$ cat config.mk
export PLATFORM = sky130hd
export DESIGN_NAME = calendar_date_time_arithmetic_top
export DESIGN_NICKNAME = d
export VERILOG_FILES = /design/src/hdl/cdta_pkg.sv /design/src/hdl/cdta_div.sv /design/src/hdl/cdta_check.sv /design/src/hdl/calendar_date_time_arithmetic_top.sv
export SDC_FILE = /design/constraint.sdc
export NUM_CORES = 2
export LEC_CHECK = 0
export BUFFER_PORTS_ARGS = -buffer_cell sky130_fd_sc_hd__buf_2
export CORE_ASPECT_RATIO = 0.7
export CORE_UTILIZATION = 55
export CTS_BUF_LIST = sky130_fd_sc_hd__clkbuf_16
export CTS_CLUSTER_DIAMETER = 80
export DETAILED_ROUTE_END_ITERATION = 8
export GPL_ROUTABILITY_DRIVEN = 0
export PLACE_DENSITY = 0.71
export SYNTH_ARGS = -nofsm -noshare
export SYNTH_HDL_FRONTEND = slang
export SYNTH_SLANG_ARGS = --single-unit
$ cat constraint.sdc
create_clock -name clk -period 14.7 [get_ports clk]
set_input_delay 1.47 -clock clk [delete_from_list [all_inputs] [get_ports clk]]
set_output_delay 1.47 -clock clk [all_outputs]
set_load 0.005 [all_outputs]
$ cat src/hdl/cdta_pkg.sv
package cdta_pkg;

  localparam int DIVW = 48;
  localparam int CNTW = 6;
  localparam int DVSW = 17;

  localparam logic [13:0] MAX_YEAR_RESET = 14'd9999;
  localparam logic [16:0] SEC_PER_DAY    = 17'd86400;
  localparam logic [16:0] SEC_PER_HOUR   = 17'd3600;
  localparam logic [16:0] SEC_PER_MIN    = 17'd60;
  localparam logic [16:0] DAYS_PER_YEAR  = 17'd365;
  localparam logic [16:0] MONTHS         = 17'd12;

  typedef logic [2:0] kind_t;

  localparam kind_t KIND_LOAD    = 3'd0;
  localparam kind_t KIND_SECONDS = 3'd1;
  localparam kind_t KIND_MINUTES = 3'd2;
  localparam kind_t KIND_HOURS   = 3'd3;
  localparam kind_t KIND_DAYS    = 3'd4;
  localparam kind_t KIND_MONTHS  = 3'd5;
  localparam kind_t KIND_YEARS   = 3'd6;
  localparam kind_t KIND_SPAN    = 3'd7;

  typedef struct packed {
    logic            start;
    logic [DIVW-1:0] dividend;
    logic [DVSW-1:0] divisor;
    logic [CNTW-1:0] count;
  } div_req_t;

  // month index 0..11
  function automatic logic [4:0] month_len(input logic [3:0] idx);
    logic [4:0] len;
    case (idx)
      4'd1:    len = 5'd28;
      4'd3:    len = 5'd30;
      4'd5:    len = 5'd30;
      4'd8:    len = 5'd30;
      4'd10:   len = 5'd30;
      default: len = 5'd31;
    endcase
    return len;
  endfunction

  function automatic logic [8:0] month_start(input logic [3:0] idx);
    logic [8:0] st;
    case (idx)
      4'd0:    st = 9'd0;
      4'd1:    st = 9'd31;
      4'd2:    st = 9'd59;
      4'd3:    st = 9'd90;
      4'd4:    st = 9'd120;
      4'd5:    st = 9'd151;
      4'd6:    st = 9'd181;
      4'd7:    st = 9'd212;
      4'd8:    st = 9'd243;
      4'd9:    st = 9'd273;
      4'd10:   st = 9'd304;
      4'd11:   st = 9'd334;
      default: st = 9'd0;
    endcase
    return st;
  endfunction

  // out-of-range months map to january
  function automatic logic [3:0] month_idx(input logic [3:0] month);
    logic [3:0] idx;
    if (month >= 4'd1 && month <= 4'd12) begin
      idx = month - 4'd1;
    end else begin
      idx = 4'd0;
    end
    return idx;
  endfunction

  // month index holding a 0-based day of year
  function automatic logic [3:0] month_of(input logic [8:0] doy);
    logic [3:0] m;
    m = 4'd0;
    for (int k = 1; k < 12; k++) begin
      if (doy >= month_start(4'(k))) begin
        m = m + 4'd1;
      end
    end
    return m;
  endfunction

  function automatic logic [8:0] day_of_year(input logic [3:0] month, input logic [4:0] day);
    return month_start(month_idx(month)) + 9'(day) - 9'd1;
  endfunction

  function automatic logic [16:0] time_of_day(input logic [4:0] h, input logic [5:0] mi,
                                               input logic [5:0] s);
    return 17'(h) * SEC_PER_HOUR + 17'(mi) * SEC_PER_MIN + 17'(s);
  endfunction

endpackage

$ cat src/hdl/cdta_div.sv
module cdta_div (
  input  logic                      clk,
  input  logic                      rst,
  input  cdta_pkg::div_req_t        req,
  output logic                      done,
  output logic [cdta_pkg::DIVW-1:0] quotient,
  output logic [cdta_pkg::DVSW-1:0] remainder
);

  logic [cdta_pkg::DIVW-1:0] dividend;
  logic [cdta_pkg::DVSW-1:0] divisor;
  logic [cdta_pkg::CNTW-1:0] cnt;
  logic [cdta_pkg::DVSW:0]   trial;
  logic [cdta_pkg::DVSW:0]   diff;

  // one restoring step per cycle, dividend msb first
  assign trial = {remainder, dividend[cdta_pkg::DIVW-1]};
  assign diff  = trial - {1'b0, divisor};

  always_ff @(posedge clk) begin
    if (rst) begin
      cnt  <= '0;
      done <= 1'b0;
    end else if (req.start) begin
      cnt       <= req.count;
      dividend  <= req.dividend;
      divisor   <= req.divisor;
      quotient  <= '0;
      remainder <= '0;
      done      <= 1'b0;
    end else if (cnt != '0) begin
      cnt      <= cnt - 1'b1;
      dividend <= {dividend[cdta_pkg::DIVW-2:0], 1'b0};
      if (!diff[cdta_pkg::DVSW]) begin
        remainder <= diff[cdta_pkg::DVSW-1:0];
        quotient  <= {quotient[cdta_pkg::DIVW-2:0], 1'b1};
      end else begin
        remainder <= trial[cdta_pkg::DVSW-1:0];
        quotient  <= {quotient[cdta_pkg::DIVW-2:0], 1'b0};
      end
      done <= (cnt == cdta_pkg::CNTW'(1));
    end else begin
      done <= 1'b0;
    end
  end

endmodule

$ cat src/hdl/cdta_check.sv
module cdta_check (
  input  logic [13:0] max_year,
  input  logic [13:0] year,
  input  logic [3:0]  month,
  input  logic [4:0]  day,
  input  logic [4:0]  hour,
  input  logic [5:0]  minute,
  input  logic [5:0]  second,
  output logic        ok
);

  logic month_ok;

  assign month_ok = (month >= 4'd1) && (month <= 4'd12);

  always_comb begin
    ok = (year != '0) && (year <= max_year) && month_ok && (day != '0)
         && (day <= cdta_pkg::month_len(cdta_pkg::month_idx(month)))
         && (hour < 5'd24) && (minute < 6'd60) && (second < 6'd60);
  end

endmodule

$ cat src/hdl/calendar_date_time_arithmetic_top.sv
// Calendar date and time keeper with a fixed 365-day year (no leap years). Each input
// transaction is one request selected by kind: load a moment, add seconds, minutes,
// hours, days, months or years with full carry, or measure the seconds from the stored
// moment to a later target. Exactly one output transaction follows each request; it
// carries the stored moment after the request, the span for a measure, and an error flag
// for a rejected request (stored moment untouched). Requests are handled one at a time.
// A bit-serial divider retires one quotient bit per clock. Add seconds, minutes or hours
// runs divisions by 86400, 365, 3600 and 60 back to back, add days one by 365 and add
// months one by 12; load, add years and measure use no division. A stalled output holds
// the result back. A finished result sits in an output register, so the next request
// is taken while it waits. max_year is written through the cfg channel, which is always
// ready; write it only while the block is idle.
module calendar_date_time_arithmetic_top (
  input  logic        clk,
  input  logic        rst,
  // request channel
  input  logic        in_valid,
  output logic        in_stall,
  input  logic [2:0]  kind,
  input  logic [31:0] amount,
  input  logic [13:0] given_year,
  input  logic [3:0]  given_month,
  input  logic [4:0]  given_day,
  input  logic [4:0]  given_hour,
  input  logic [5:0]  given_minute,
  input  logic [5:0]  given_second,
  // result channel
  output logic        out_valid,
  input  logic        out_stall,
  output logic [13:0] out_year,
  output logic [3:0]  out_month,
  output logic [4:0]  out_day,
  output logic [4:0]  out_hour,
  output logic [5:0]  out_minute,
  output logic [5:0]  out_second,
  output logic [39:0] span_seconds,
  output logic        error,
  // max_year register write
  input  logic        cfg_valid,
  output logic        cfg_ready,
  input  logic [13:0] cfg_data
);

  localparam logic [3:0] ST_IDLE     = 4'd0;
  localparam logic [3:0] ST_PREP     = 4'd1;
  localparam logic [3:0] ST_EXEC     = 4'd2;
  localparam logic [3:0] ST_DIV_DAY  = 4'd3;
  localparam logic [3:0] ST_DIV_YEAR = 4'd4;
  localparam logic [3:0] ST_DIV_HOUR = 4'd5;
  localparam logic [3:0] ST_DIV_MIN  = 4'd6;
  localparam logic [3:0] ST_DIV_MON  = 4'd7;
  localparam logic [3:0] ST_MUL      = 4'd8;
  localparam logic [3:0] ST_CMP      = 4'd9;
  localparam logic [3:0] ST_FIN      = 4'd10;

  logic [3:0]  state;
  logic [13:0] max_year;

  // stored moment
  logic [13:0] cur_year;
  logic [3:0]  cur_month;
  logic [4:0]  cur_day;
  logic [4:0]  cur_hour;
  logic [5:0]  cur_minute;
  logic [5:0]  cur_second;

  // captured request
  cdta_pkg::kind_t kind_r;
  logic [31:0] amount_r;
  logic [13:0] gy;
  logic [3:0]  gmo;
  logic [4:0]  gd;
  logic [4:0]  gh;
  logic [5:0]  gmi;
  logic [5:0]  gs;

  // working registers
  logic [16:0] todc;
  logic [16:0] todg;
  logic [8:0]  doyc;
  logic [8:0]  doyg;
  logic [43:0] prod;
  logic        gok;
  logic [16:0] ntod;
  logic [13:0] ny;
  logic [8:0]  ndoy;
  logic [4:0]  nhour;
  logic [22:0] da;
  logic [22:0] db;
  logic [39:0] sa;
  logic [39:0] sb;
  logic [39:0] span_r;
  logic        err_r;

  // divider
  cdta_pkg::div_req_t           div_req;
  logic                         div_done;
  logic [cdta_pkg::DIVW-1:0]    div_q;
  logic [cdta_pkg::DVSW-1:0]    div_rem;
  logic                         div_start_next;

  logic        given_ok;
  logic [44:0] t_sum;
  logic [32:0] total_days;
  logic [32:0] total_mon;
  logic [33:0] y_div;
  logic [33:0] y_years;
  logic [3:0]  mon_new;
  logic [4:0]  len_new;
  logic [3:0]  mi_yday;

  assign in_stall  = (state != ST_IDLE);
  assign cfg_ready = 1'b1;

  cdta_check u_check (
    .max_year (max_year),
    .year     (gy),
    .month    (gmo),
    .day      (gd),
    .hour     (gh),
    .minute   (gmi),
    .second   (gs),
    .ok       (given_ok)
  );

  cdta_div u_div (
    .clk       (clk),
    .rst       (rst),
    .req       (div_req),
    .done      (div_done),
    .quotient  (div_q),
    .remainder (div_rem)
  );

  // datapath terms used by the sequencer
  assign t_sum      = 45'(todc) + 45'(prod);
  assign total_days = (state == ST_DIV_DAY) ? 33'(doyc) + 33'(div_q[28:0])
                                            : 33'(doyc) + 33'(amount_r);
  assign total_mon  = 33'(cdta_pkg::month_idx(cur_month)) + 33'(amount_r);
  assign y_div      = 34'(cur_year) + div_q[33:0];
  assign y_years    = 34'(cur_year) + 34'(amount_r);
  assign mon_new    = div_rem[3:0];
  assign len_new    = cdta_pkg::month_len(mon_new);
  // month of the day of year that the year division left behind
  assign mi_yday    = cdta_pkg::month_of(div_rem[8:0]);

  // divider launch, one pulse whenever the sequencer sets up a division
  always_comb begin
    case (state)
      ST_EXEC: begin
        div_start_next = (kind_r == cdta_pkg::KIND_SECONDS)
                         || (kind_r == cdta_pkg::KIND_MINUTES)
                         || (kind_r == cdta_pkg::KIND_HOURS)
                         || (kind_r == cdta_pkg::KIND_DAYS)
                         || (kind_r == cdta_pkg::KIND_MONTHS);
      end
      ST_DIV_DAY, ST_DIV_HOUR: begin
        div_start_next = div_done;
      end
      ST_DIV_YEAR: begin
        // time of day still to split after a seconds, minutes or hours add
        div_start_next = div_done && (y_div <= 34'(max_year))
                         && (kind_r != cdta_pkg::KIND_DAYS);
      end
      default: begin
        div_start_next = 1'b0;
      end
    endcase
  end

  always_ff @(posedge clk) begin
    if (rst) begin
      state         <= ST_IDLE;
      max_year      <= cdta_pkg::MAX_YEAR_RESET;
      cur_year      <= 14'd1;
      cur_month     <= 4'd1;
      cur_day       <= 5'd1;
      cur_hour      <= '0;
      cur_minute    <= '0;
      cur_second    <= '0;
      out_valid     <= 1'b0;
      div_req.start <= 1'b0;
    end else begin
      div_req.start <= div_start_next;
      if (cfg_valid && cfg_ready) begin
        max_year <= cfg_data;
      end
      // in ST_FIN the handover below decides out_valid
      if (out_valid && !out_stall && state != ST_FIN) begin
        out_valid <= 1'b0;
      end

      case (state)
        ST_IDLE: begin
          if (in_valid) begin
            kind_r   <= kind;
            amount_r <= amount;
            gy       <= given_year;
            gmo      <= given_month;
            gd       <= given_day;
            gh       <= given_hour;
            gmi      <= given_minute;
            gs       <= given_second;
            span_r   <= '0;
            err_r    <= 1'b0;
            state    <= ST_PREP;
          end
        end

        ST_PREP: begin
          todc <= cdta_pkg::time_of_day(cur_hour, cur_minute, cur_second);
          todg <= cdta_pkg::time_of_day(gh, gmi, gs);
          doyc <= cdta_pkg::day_of_year(cur_month, cur_day);
          doyg <= cdta_pkg::day_of_year(gmo, gd);
          gok  <= given_ok;
          case (kind_r)
            cdta_pkg::KIND_MINUTES: prod <= 44'(amount_r) * 44'(cdta_pkg::SEC_PER_MIN);
            cdta_pkg::KIND_HOURS:   prod <= 44'(amount_r) * 44'(cdta_pkg::SEC_PER_HOUR);
            default:                prod <= 44'(amount_r);
          endcase
          state <= ST_EXEC;
        end

        ST_EXEC: begin
          case (kind_r)
            cdta_pkg::KIND_LOAD: begin
              if (gok) begin
                cur_year   <= gy;
                cur_month  <= gmo;
                cur_day    <= gd;
                cur_hour   <= gh;
                cur_minute <= gmi;
                cur_second <= gs;
              end else begin
                err_r <= 1'b1;
              end
              state <= ST_FIN;
            end
            cdta_pkg::KIND_SECONDS, cdta_pkg::KIND_MINUTES, cdta_pkg::KIND_HOURS: begin
              // whole days and new time of day
              div_req.dividend <= {t_sum, 3'b0};
              div_req.divisor  <= cdta_pkg::SEC_PER_DAY;
              div_req.count    <= 6'd45;
              state            <= ST_DIV_DAY;
            end
            cdta_pkg::KIND_DAYS: begin
              div_req.dividend <= {total_days, 15'b0};
              div_req.divisor  <= cdta_pkg::DAYS_PER_YEAR;
              div_req.count    <= 6'd33;
              state            <= ST_DIV_YEAR;
            end
            cdta_pkg::KIND_MONTHS: begin
              div_req.dividend <= {total_mon, 15'b0};
              div_req.divisor  <= cdta_pkg::MONTHS;
              div_req.count    <= 6'd33;
              state            <= ST_DIV_MON;
            end
            cdta_pkg::KIND_YEARS: begin
              // month stays, so the day needs no clamp
              if (y_years > 34'(max_year)) begin
                err_r <= 1'b1;
              end else begin
                cur_year <= y_years[13:0];
              end
              state <= ST_FIN;
            end
            default: begin
              if (gok) begin
                da    <= 23'(cur_year) * 23'(cdta_pkg::DAYS_PER_YEAR) + 23'(doyc);
                db    <= 23'(gy) * 23'(cdta_pkg::DAYS_PER_YEAR) + 23'(doyg);
                state <= ST_MUL;
              end else begin
                err_r <= 1'b1;
                state <= ST_FIN;
              end
            end
          endcase
        end

        ST_DIV_DAY: begin
          if (div_done) begin
            ntod             <= div_rem;
            div_req.dividend <= {total_days, 15'b0};
            div_req.divisor  <= cdta_pkg::DAYS_PER_YEAR;
            div_req.count    <= 6'd33;
            state            <= ST_DIV_YEAR;
          end
        end

        ST_DIV_YEAR: begin
          if (div_done) begin
            if (y_div > 34'(max_year)) begin
              err_r <= 1'b1;
              state <= ST_FIN;
            end else if (kind_r == cdta_pkg::KIND_DAYS) begin
              // time of day unchanged
              cur_year  <= y_div[13:0];
              cur_month <= mi_yday + 4'd1;
              cur_day   <= 5'(div_rem[8:0] - cdta_pkg::month_start(mi_yday)) + 5'd1;
              state     <= ST_FIN;
            end else begin
              ny               <= y_div[13:0];
              ndoy             <= div_rem[8:0];
              div_req.dividend <= {ntod, 31'b0};
              div_req.divisor  <= cdta_pkg::SEC_PER_HOUR;
              div_req.count    <= 6'd17;
              state            <= ST_DIV_HOUR;
            end
          end
        end

        ST_DIV_HOUR: begin
          if (div_done) begin
            nhour            <= div_q[4:0];
            div_req.dividend <= {div_rem[11:0], 36'b0};
            div_req.divisor  <= cdta_pkg::SEC_PER_MIN;
            div_req.count    <= 6'd12;
            state            <= ST_DIV_MIN;
          end
        end

        ST_DIV_MIN: begin
          if (div_done) begin
            cur_year   <= ny;
            cur_month  <= cdta_pkg::month_of(ndoy) + 4'd1;
            cur_day    <= 5'(ndoy - cdta_pkg::month_start(cdta_pkg::month_of(ndoy))) + 5'd1;
            cur_hour   <= nhour;
            cur_minute <= div_q[5:0];
            cur_second <= div_rem[5:0];
            state      <= ST_FIN;
          end
        end

        ST_DIV_MON: begin
          if (div_done) begin
            if (y_div > 34'(max_year)) begin
              err_r <= 1'b1;
            end else begin
              cur_year  <= y_div[13:0];
              cur_month <= mon_new + 4'd1;
              if (cur_day > len_new) begin
                cur_day <= len_new;
              end
            end
            state <= ST_FIN;
          end
        end

        ST_MUL: begin
          sa    <= 40'(da) * 40'(cdta_pkg::SEC_PER_DAY) + 40'(todc);
          sb    <= 40'(db) * 40'(cdta_pkg::SEC_PER_DAY) + 40'(todg);
          state <= ST_CMP;
        end

        ST_CMP: begin
          // earlier target is rejected
          if (sb < sa) begin
            err_r <= 1'b1;
          end else begin
            span_r <= sb - sa;
          end
          state <= ST_FIN;
        end

        ST_FIN: begin
          // hand over once the output register is free
          if (!out_valid || !out_stall) begin
            out_valid    <= 1'b1;
            out_year     <= cur_year;
            out_month    <= cur_month;
            out_day      <= cur_day;
            out_hour     <= cur_hour;
            out_minute   <= cur_minute;
            out_second   <= cur_second;
            span_seconds <= span_r;
            error        <= err_r;
            state        <= ST_IDLE;
          end
        end

        default: begin
          state <= ST_IDLE;
        end
      endcase
    end
  end

endmodule

==> impl_metrics.py <==
metrics = {
    "route": {
        "wl_per_cell_um": 21.6,
        "drcViolationCount": 0,
        "ant_nets": 0,
        "drt_iter0_drc": 5385,
        "route.vias.total": 49100,
        "drt_first_pass_iters": 5,
        "wl_um": 176000,
        "viasPerCell": 6.02,
    },
    "floorplan": {
        "die_w_um": 409,
        "rows": 104,
        "fp.dieH_um": 287,
        "initial_utilization": 0.554,
        "die-area_mm2": 0.117,
        "io_pins": 178,
        "core_region_area_mm2": 0.115,
    },
    "synth": {
        "synthArstFlopShare": 0,
        "yosys.area.top_type": "edfxtp_1",
        "synth_flop_cell": "edfxtp_1",
        "avgSynthCellArea_um2": 9.95,
        "synth_edf_count": 623,
        "yosysUniqueCellTypes": 131,
        "seq_area_frac_synth": 0.315,
        "synth_top_area_frac": 0.294,
        "netlist_area_mm2": 0.0637,
        "ys_warn_count": 0,
        "ys_seq_elements": 690,
        "syn_nets": 7712,
        "synth.area.top_cells": "edfxtp_1, ha_1, fa_1",
        "syn_inst": 6398,
    },
    "cells_and_area": {
        "n_fill_cell": 9657,
        "drive_gt1_frac": 0.0784,
        "instances_no_fill": 8160,
        "regArea_mm2": 0.0201,
        "fin_nets": 7870,
        "fin_util": 0.599,
        "multi_input_area_mm2": 0.0393,
        "syn_to_final_growth_pct": 8.08,
    },
    "global_route": {
        "grt-busiest-layer": "met1",
        "met3_usage": 0.0816,
        "grt_usage": 0.298,
        "grt_start_max_net_pins": 81,
        "overflow": 0,
        "antenna_found_initial": 12,
        "met1_usage": 0.465,
        "grt_util_met2": 0.401,
        "grt_pass1_vias": 46000,
        "grt_pass1_wl_um": 270000,
    },
    "timing": {
        "worstMarginPinSlew_ns": 1.28,
        "hold_viol": 0,
        "min_period_ns": 8.87,
        "timing.fmax_mhz": 113,
        "fin_skew_ns": 0.0469,
        "slew_headroom": 0.137,
        "grt_setup_unrepaired": "false",
        "setup_tns_ns": 0,
        "whs_ns": 0.394,
        "drv_slew": 0,
        "fin_crit_sh": 0.603,
        "setup_viol": 0,
    },
    "place": {
        "dp_hpwl_um": 139000,
        "placedCellCount": 8013,
        "place.port_buffers": 176,
    },
    "critical_path": {
        "critical_path_buf_inv_count": 4,
        "crit_fanout": 20,
        "cp_common_cell": "ha_1",
        "crit_path_end": "cur_day[3]",
        "crit_path_start_kind": "register",
        "slowest_delay_ns": 0.68,
        "worstSetupPathType": "register to register",
        "crit_path_end_kind": "register",
        "path_depth": 36,
        "cp_top_family": "adder cells",
        "cp.arrival_ns": 9.47,
        "startpoint": "u_div.remainder[8]",
        "r2r_slack_ns": 5.83,
        "r2r-start": "u_div.remainder[8]",
        "cp_slowest_cell": "xnor2_1",
        "critical_path_required_ns": 15.30,
        "r2r_cells": 36,
        "reg2reg_to": "cur_day[3]",
    },
    "outcome": {
        "status": "finished clean",
    },
    "clocking": {
        "clock_latency_ns": 0.71,
        "cts_setup_buffers": 0,
        "cts_root_buf": "clkbuf_16",
        "max-clock-path-buffers": 3,
        "clk_pin_slew_ns": 0.07,
        "cts-hold-fix-buffers": 0,
        "cts.repair.resized": 0,
        "htree_levels": 3,
        "cts_made_buffers": 78,
        "cts_sinks": 690,
        "cts_tree": "yes",
    },
    "pwr": {
        "power_mw": 16.2,
        "p_leak_nw": 30.9,
        "power_density_mw_per_mm2": 235,
        "ir_drop_v": 0.000527,
    },
    "worst_hold_path": {
        "hp-class": "register to register",
    },
    "job": {
        "cap_violations": 0,
    },
}
## where the power goes
part           total (mW)  internal, mW  leakage [nW]  switching, mW
combinational        10.8          4.59          23.3           6.24
clock                2.05          1.16          1.34          0.890
sequential           3.29          2.86          6.29          0.427
total                16.2          8.62          30.9           7.55
## placed cells by master, fill, tap and decap left out, drive strengths merged, types with 63 or more instances in the layout
| cell | n |
|---|---|
| xnor2 | 345 |
| dfxtp | 67 |
| nor3 | 114 |
| o21ai | 273 |
| xor2 | 130 |
| nor2 | 354 |
| nor2b | 92 |
| a21oi | 417 |
| buf | 225 |
| inv | 1000 |
| fa | 332 |
| edfxtp | 623 |
| and3 | 63 |
| nand3 | 114 |
| ha | 888 |
| o21bai | 74 |
| nand2 | 352 |
| clkbuf | 78 |
| a21o | 118 |
## state kept, by name, summed over array words and instances (netlist names), 17 cells and up
register,count
div_req,56
u_div.dividend,45
prod,44
sa,40
sb,40
span_r,40
span_seconds,40
u_div.quotient,34
amount_r,32
da,23
db,23
ntod,17
todc,17
todg,17
u_div.remainder,17
## per-stage QoR
step | setup WS [ns] | instance area [um^2]
4_1_cts | 5.92 | 68800
5_1_grt | 5.25 | 68800
6_report | 5.83 | 68800
2_1_floorplan | 4.06 | 63700
3_3_place_gp | 6.27 | 66200
3_5_place_dp | 5.99 | 66200
## logic make-up after synthesis
group	synth area share
muxes	0.0169
xor gates and xnor gates	0.0679
and+or+nand+nor	0.108
buffers and inverters	0.0696
DFF	0.315
other	0.0000589
adders and majority gates	0.279
AOI/OAI and AO/OA	0.144
## area by class of cell
cell class | count | area share
multi-input cells | 4581 | 0.570
inverters | 980 | 0.0535
clock inverters | 66 | 0.0101
flip-flops and latches | 690 | 0.291
clock buffers | 78 | 0.0284
diodes | 3 | 0.000109
well taps | 1537 | 0.0279
repair buffers | 225 | 0.0181
## routing by layer
layer / wire length, um / vias to the layer above
met5: 27 / -
met4: 4240 / 4
met3: 21900 / 245
met2: 68500 / 2441
met1: 81700 / 23600
li1: - / 22800
## cells in the mapped netlist (all sizes together) (63+ instances only)
library cell	count
xor2	130
o21ai	273
dfxtp	67
o21bai	74
nor2b	92
a21oi	417
nand3	114
nor3	114
fa	332
nor2	354
edfxtp	623
xnor2	345
inv	978
a21o	118
ha	888
nand2	352
and3	63
clkbuf	105
## worst reg2reg max path: cells and delay by family (launching register included)
family / cells / cell delay (ns)
AO/OA/AOI/OAI: 10 / 2.22
XOR/XNOR: 7 / 1.60
multiplexers: 2 / 0.62
AND/OR/NAND/NOR: 5 / 0.91
adder cells (fa/ha/maj): 8 / 2.27
flip-flops: 1 / 0.67
buffers and inverters: 4 / 0.47
## worst min path at each step
stage	start	end	cells after the start
2_1_floorplan	err_r	error	0
3_3_place_gp	err_r	error	0
3_5_place_dp	span_r[24]	span_seconds[24]	0
4_1_cts	span_r[3]	span_seconds[3]	0
5_1_grt	span_r[3]	span_seconds[3]	0
6_report	span_r[3]	span_seconds[3]	0
(Power assumes the default switching activity.)
